## config.mk

```make
export PLATFORM = sky130hd
export DESIGN_NAME = wrt_cell
export DESIGN_NICKNAME = d
export VERILOG_FILES = /design/src/rtl/wrt_pkg.sv /design/src/rtl/wrt_cell.sv
export SDC_FILE = /design/constraint.sdc
export NUM_CORES = 1
export LEC_CHECK = 0
export BUFFER_PORTS_ARGS = -buffer_cell sky130_fd_sc_hd__buf_2
export CORE_MARGIN = 4
export CORE_UTILIZATION = 52
export CTS_CLUSTER_DIAMETER = 30
export CTS_CLUSTER_SIZE = 25
export DETAILED_ROUTE_END_ITERATION = 8
export PLACE_DENSITY = 0.88
export SLEW_MARGIN = 20
export SYNTH_ARGS = -nofsm -noshare
export SYNTH_HDL_FRONTEND = slang
export SYNTH_SLANG_ARGS = --single-unit
```

## constraint.sdc

```tcl
create_clock -name clock -period 6.1 [get_ports clock]
set_input_delay 0.61 -clock clock [delete_from_list [all_inputs] [get_ports clock]]
set_output_delay 0.61 -clock clock [all_outputs]
set_load 0.01 [all_outputs]
```

## src/rtl/wrt_pkg.sv

```systemverilog
// Package for the write region tracker: field widths, request and outcome codes,
// and the item token that travels along the chain of region cells.
// Depends on nothing; every other file in rtl imports it.
package wrt_pkg;

   localparam int MaxRegionsDefault = 64;
   localparam int AddrW             = 32;
   localparam int UsedW             = 7;
   localparam int ReqTdataW         = 64;
   localparam int RspTdataW         = 48;
   localparam int RspPadW           = RspTdataW - (AddrW + UsedW + 2 + 1);

   typedef enum logic {
      REQ_TRACK = 1'b0,
      REQ_QUERY = 1'b1
   } req_kind_type;

   typedef enum logic [1:0] {
      OUTCOME_MERGED  = 2'd0,
      OUTCOME_ADDED   = 2'd1,
      OUTCOME_FULL    = 2'd2,
      OUTCOME_IGNORED = 2'd3
   } outcome_type;

   typedef struct packed {
      logic               valid;
      logic               is_query;
      logic               done;
      logic               hit;
      outcome_type        outcome;
      logic [AddrW-1:0]   addr;
      logic [AddrW-1:0]   end_addr;
      logic [AddrW-1:0]   total;
   } tok_type;

endpackage

```

## src/rtl/wrt_cell.sv

```systemverilog
// One region cell: holds one [start, end) range and the token register that hands
// the item on to the next cell. Depends on wrt_pkg.
module wrt_cell
   import wrt_pkg::*;
#(
   parameter int INDEX   = 0,
   parameter int COUNT_W = 7
) (
   input  logic               clock,
   input  logic               reset,
   input  logic               advance,
   input  logic [COUNT_W-1:0] count,
   input  tok_type            tok_in,
   output tok_type            tok_out,
   output logic               append
);

   localparam logic [COUNT_W-1:0] MyIndex = COUNT_W'(INDEX);

   logic [AddrW-1:0] start_ff, start_in;
   logic [AddrW-1:0] end_ff, end_in;
   tok_type          tok_ff, tok_in_next;
   logic             region_valid;
   logic             touches;
   logic             claim;
   logic             merge;
   logic             covers;

   always_comb begin
      region_valid = MyIndex < count;
      touches      = (tok_in.addr <= end_ff) && (tok_in.end_addr >= start_ff);
      claim        = tok_in.valid && !tok_in.is_query && !tok_in.done;
      merge        = claim && region_valid && touches;
      append       = advance && claim && !merge && (count == MyIndex);
      covers       = region_valid && (tok_in.addr >= start_ff) && (tok_in.addr < end_ff);

      start_in = start_ff;
      end_in   = end_ff;
      if (append) begin
         start_in = tok_in.addr;
         end_in   = tok_in.end_addr;
      end else if (merge) begin
         if (tok_in.addr < start_ff) begin
            start_in = tok_in.addr;
         end
         if (tok_in.end_addr > end_ff) begin
            end_in = tok_in.end_addr;
         end
      end

      tok_in_next = tok_in;
      if (merge) begin
         tok_in_next.done    = 1'b1;
         tok_in_next.outcome = OUTCOME_MERGED;
      end else if (append) begin
         tok_in_next.done    = 1'b1;
         tok_in_next.outcome = OUTCOME_ADDED;
      end
      if (tok_in.is_query && covers) begin
         tok_in_next.hit = 1'b1;
      end
   end

   always_ff @(posedge clock) begin
      if (advance) begin
         start_ff <= start_in;
         end_ff   <= end_in;
      end
   end

   always_ff @(posedge clock) begin
      if (reset) begin
         tok_ff.valid <= 1'b0;
      end else if (advance) begin
         tok_ff <= tok_in_next;
      end
   end

   assign tok_out = tok_ff;

endmodule

```

# == After elaboration in Yosys (flattened, before gate mapping) ==
# Cells that the tools add are included.
# classes
add_sub_neg,0
multipliers,0
n_div,0
order_cmp,7
eq_ne,0
shifts,0
mux,7
bitwise,1
n_reduce_logical,22
# ops
operator,count
$mux 32,6
$ge 32x32->1,2
$lt 32x32->1,2
$gt 32x32->1,1
$le 32x32->1,1
$logic_and 1x1->1,11
$logic_not 7->1,1
$lt 1x7->1 const A,1
$reduce_and 3->1,2
$reduce_bool 2->1,3
$logic_not 1->1,3
$reduce_and 2->1,1
$reduce_or 2->1,1
$mux 1,1
$not 1->1,1
# word_totals
ff_bits,166
latchBits,0
ram_bits,0
romBits,0
input_bits,112
elab_cells,48
n_memories,0

# == Logic depth before layout (Yosys ltp) ==
# logic_depth
depth_word,10
mapped_depth,8
mapped_depth_nobuf,8

# == Worst setup path after synthesis ==
# OpenSTA, ideal clock, no wires.
# synth_timing
path_kind,input-to-reg
startpoint,in reset
endpoint,"reg tok_ff, in the netlist tok_out[0] (enable)"
setup_time_ps,575
arrival_ps,5102
required_ps,5525
setup_slack_ps,423
cell_stages,1
path_buffers,0
cell_sequence,nor2b_1
# synth_between
elab_chain_len,2
# synth_lines
element,line,text
start: declaration,wrt_cell.sv:10,"input logic reset,"
$not 1->1 (no source line),n/a,
$reduce_and 2->1 (no source line),n/a,
end signal: assignment,wrt_cell.sv:75,tok_ff <= tok_in_next;
end: declaration,wrt_cell.sv:22,"tok_type tok_ff, tok_in_next;"
# No other way between the ends.
# A chain may end at the register's enable or synchronous reset.

# == Final worst setup path ==
# layout_timing
startpoint,reg start_ff[19]
endpoint,reg start_ff[23] (enable)
# layout_between
elab_chain_len,8
elab_cells_between_ends,10
# layout_lines
element,line,text
start: declaration,wrt_cell.sv:20,"logic [AddrW-1:0] start_ff, start_in;"
start signal: assignment,wrt_cell.sv:66,start_ff <= start_in;
$ge 32x32->1,wrt_cell.sv:31,touches = (tok_in.addr <= end_ff) && (tok_in.end_addr >= start_ff);
$logic_and 1x1->1,wrt_cell.sv:31,
$logic_and 1x1->1,wrt_cell.sv:33,merge = claim && region_valid && touches;
$logic_not 1->1,wrt_cell.sv:34,append = advance && claim && !merge && (count == MyIndex);
$logic_and 1x1->1 (2 in a row),wrt_cell.sv:34,
$reduce_bool 2->1 (no source line),n/a,
$reduce_and 3->1 (no source line) *,n/a,
# Mark *: on every way between the ends. The rest lies on a longest branch, timed or not.

==> flow_summary.toml <==
[grt]
grt_pass1_vias = 5943
antenna_found_initial = 1
grt_use_total_pct = 22.2
grt_start_max_net_pins = 67
grt-ovfl-total = 0
grt_pass1_wl_mm = 30.4

[logic_synthesis]
synth-async-reset-ratio_pct = 0
yosysUniqueCellTypes = 44
synth_area_leaders = "edfxtp_1, ha_1, inv_1"
synth-xor-area-share_pct = 0
netlist_top_cells_count = "edfxtp_1, ha_1, inv_1, a21oi_1, nand4_1"
ys_ff_latch = 166
muxShareOfSynthArea_pct = 0.123
syn_nets = 817
synth.most_common_cell = "edfxtp_1"
synth_ff_type = "edfxtp_1"
syn_inst = 577
yosys.area_share.simple_pct = 7.58
synthAdderAreaFrac_pct = 19.8
ys_seq_area_share_pct = 61.4
ys_warn_count = 0
syn_avg_cell_area_um2 = 14.1
netlist_area_um2 = 8110
synth_compound_area_share_pct = 7.90
synth_top_family_by_area = "adder cells"
synth_top_cell_by_area = "edfxtp_1"
synth_top_area_share_pct = 61.1
synth-edff-count = 165

[worst_hold_path]
hp-class = "in2reg"
worst_hold_path.num_cells = 1
min_to = "tok_out[9]"
min_from = "tok_in[9]"

[worst_setup_path]
path_cells = "inv_1, ha_1, a21oi_1, o21ai_0, a221o_1, a2111oi_0, nand3_1, o31ai_4, buf_4"
worstPathRequired_ns = 6.21
crit_fanout = 19
worstSetupPathType = "reg2reg"
cp_top_family = "compound AO/OA/AOI/OAI gates"
ff2ff_setup_slack_ns = 2.32
crit_path_end_kind = "register"
cp_slowest_cell = "a2111oi_0"
r2r-start = "start_ff[19]"
r2r_end = "start_ff[23]"
crit_arrival_ns = 3.89
start_kind = "register"
max_stage_delay_ns = 0.81
cp_num_buf_inv = 2
rr_worst_depth = 9

[routing]
wl_per_cell_um = 18.9
wirelength_mm = 19.6
firstDrtPassIters = 5
viasPerCell = 5.59
ant_nets = 0
vias = 5807
drc_errors = 0
drtIter0Drc = 352

[pwr]
peakVddDrop_mv = 0.186
p_total_mw = 2.63
p_leak_nw = 4.45
cellPowerDensity_nw_per_um2 = 261

[floorplanning]
rows = 45
ios = 215
core-area_um2 = 15300
start_util_pct = 53.1
die_x_um = 133
dieArea_um2 = 17700
die_h_um = 133

[timing]
finalHoldViolations = 0
skew_ns = 0.00945
relSlewSlack_pct = 39.5
timing.final.crit_period_ns = 3.78
rsz0062_at_grt = "no"
fin_crit_sh_pct = 62.0
max_freq_mhz = 265
tightest_slew_ns = 0.885
tns_ns = 0
drv_slew = 0
finalSetupViolCount = 0

[placed_design]
hpwl_mm = 15.0
io_buffer_count = 214
finalWeightedCongestion = 0.887

[layout]
area_delta_synth_final_pct = 24.7
fill_cells = 1124
fin_nets = 1054
drive_gt1_share_pct = 31.0

[cts]
clock_latency_ns = 0.43
numCtsBuffers = 17
cts_num_sinks = 166
cts_hold_buf = 0
htreeDepth = 4
clk_pin_slew_ns = 0.07
cts_tree = "done"
cts-resized-gates = 0
cts_root_buf = "clkbuf_16"
cts_buffer_depth = 2
postCtsSetupRepairBufs = 0

[job]
cap_violations = 0

[status]
status = "completed"
[cells by family after synthesis]
group | count (synthesis)
DFF | 166
adders and majority gates | 128
and+or+nand+nor | 110
AOI/OAI and AO/OA | 101
buffers and inverters | 71
muxes | 1
[per-layer routing]
| layer | global-route usage [%] | vias to the layer above | part of all wire [%] |
|---|---|---|---|
| li1 | - | 2719 | - |
| met1 | 26.6 | 2768 | 39 |
| met2 | 38.7 | 282 | 51 |
| met3 | 6.24 | 38 | 8.0 |
| met4 | 7.62 | 0 | 1.9 |
| met5 | 0 | - | 0 |
[power breakdown]
group          switching [mW]  internal (mW)  leakage, nW
combinational           0.151          0.102         2.64
sequential             0.0105           1.31         1.53
clock                   0.452          0.610        0.278
total                   0.614           2.02         4.45
[how the worst max path moves through the flow]
stage,slack (ns),to,depth (start not counted),startpoint
3_5_place_dp,2.01,start_ff[29],9,tok_in[83]
6_report,2.32,start_ff[23],9,start_ff[19]
5_1_grt,2.07,start_ff[20],9,start_ff[19]
4_1_cts,2.38,start_ff[23],9,start_ff[19]
2_1_floorplan,0.42,tok_out[0],1,reset
3_3_place_gp,2.21,start_ff[19],9,tok_in[83]
[state kept, by name, summed over array words and instances (netlist names)]
| name | flops |
|---|---|
| tok_out | 102 |
| start_ff | 32 |
| end_ff | 32 |
[worst register-to-register path: stages (launching register included)]
cell,delay (ns)
edfxtp_1,0.36
inv_1,0.09
ha_1,0.26
a21oi_1,0.15
o21ai_0,0.10
a221o_1,0.35
a2111oi_0,0.81
nand3_1,0.24
o31ai_4,0.69
buf_4,0.41
[per-stage QoR]
| step | setup WS (ns) | area [µm²] | hold slack [ns] | cells | util [%] |
|---|---|---|---|---|---|
| 3_3_place_gp | 2.21 | 9500 | 0.474 | 1005 | 62.3 |
| 4_1_cts | 2.38 | 10100 | 0.344 | 1037 | 66.1 |
| 6_report | 2.32 | 10100 | 0.354 | 1039 | 66.3 |
| 3_5_place_dp | 2.01 | 9500 | 0.515 | 1005 | 62.3 |
| 5_1_grt | 2.07 | 10100 | 0.334 | 1039 | 66.3 |
| 2_1_floorplan | 0.423 | 8110 | 0.528 | 577 | - |
[final cells by class]
type	count	area, µm²	share of cell area, %
Sequential cell	166	4970	49.2
Multi-Input combinational cell	340	2900	28.7
Timing Repair Buffer	218	1120	11.1
Clock buffer	19	433	4.28
Inverter	71	267	2.64
Tap cell	211	264	2.61
Clock inverter	13	148	1.46
Antenna cell	1	2.50	0.0247
[layout by cell type, fill, tap and decap left out, types with 3 or more instances in the layout]
cell and count:
a2111oi_0 3, a21o_1 5, a21oi_1 47, a221oi_1 7
buf_2 214, buf_4 3, clkbuf_16 17, edfxtp_1 165
ha_1 128, inv_1 71, inv_6 4, nand2_1 27
nand3_1 16, nand4_1 28, nor2_1 8, nor2b_1 5
nor3_1 4, nor4_1 5, o211ai_1 4, o21ai_0 14
Power figures use the tool's default switching activity.
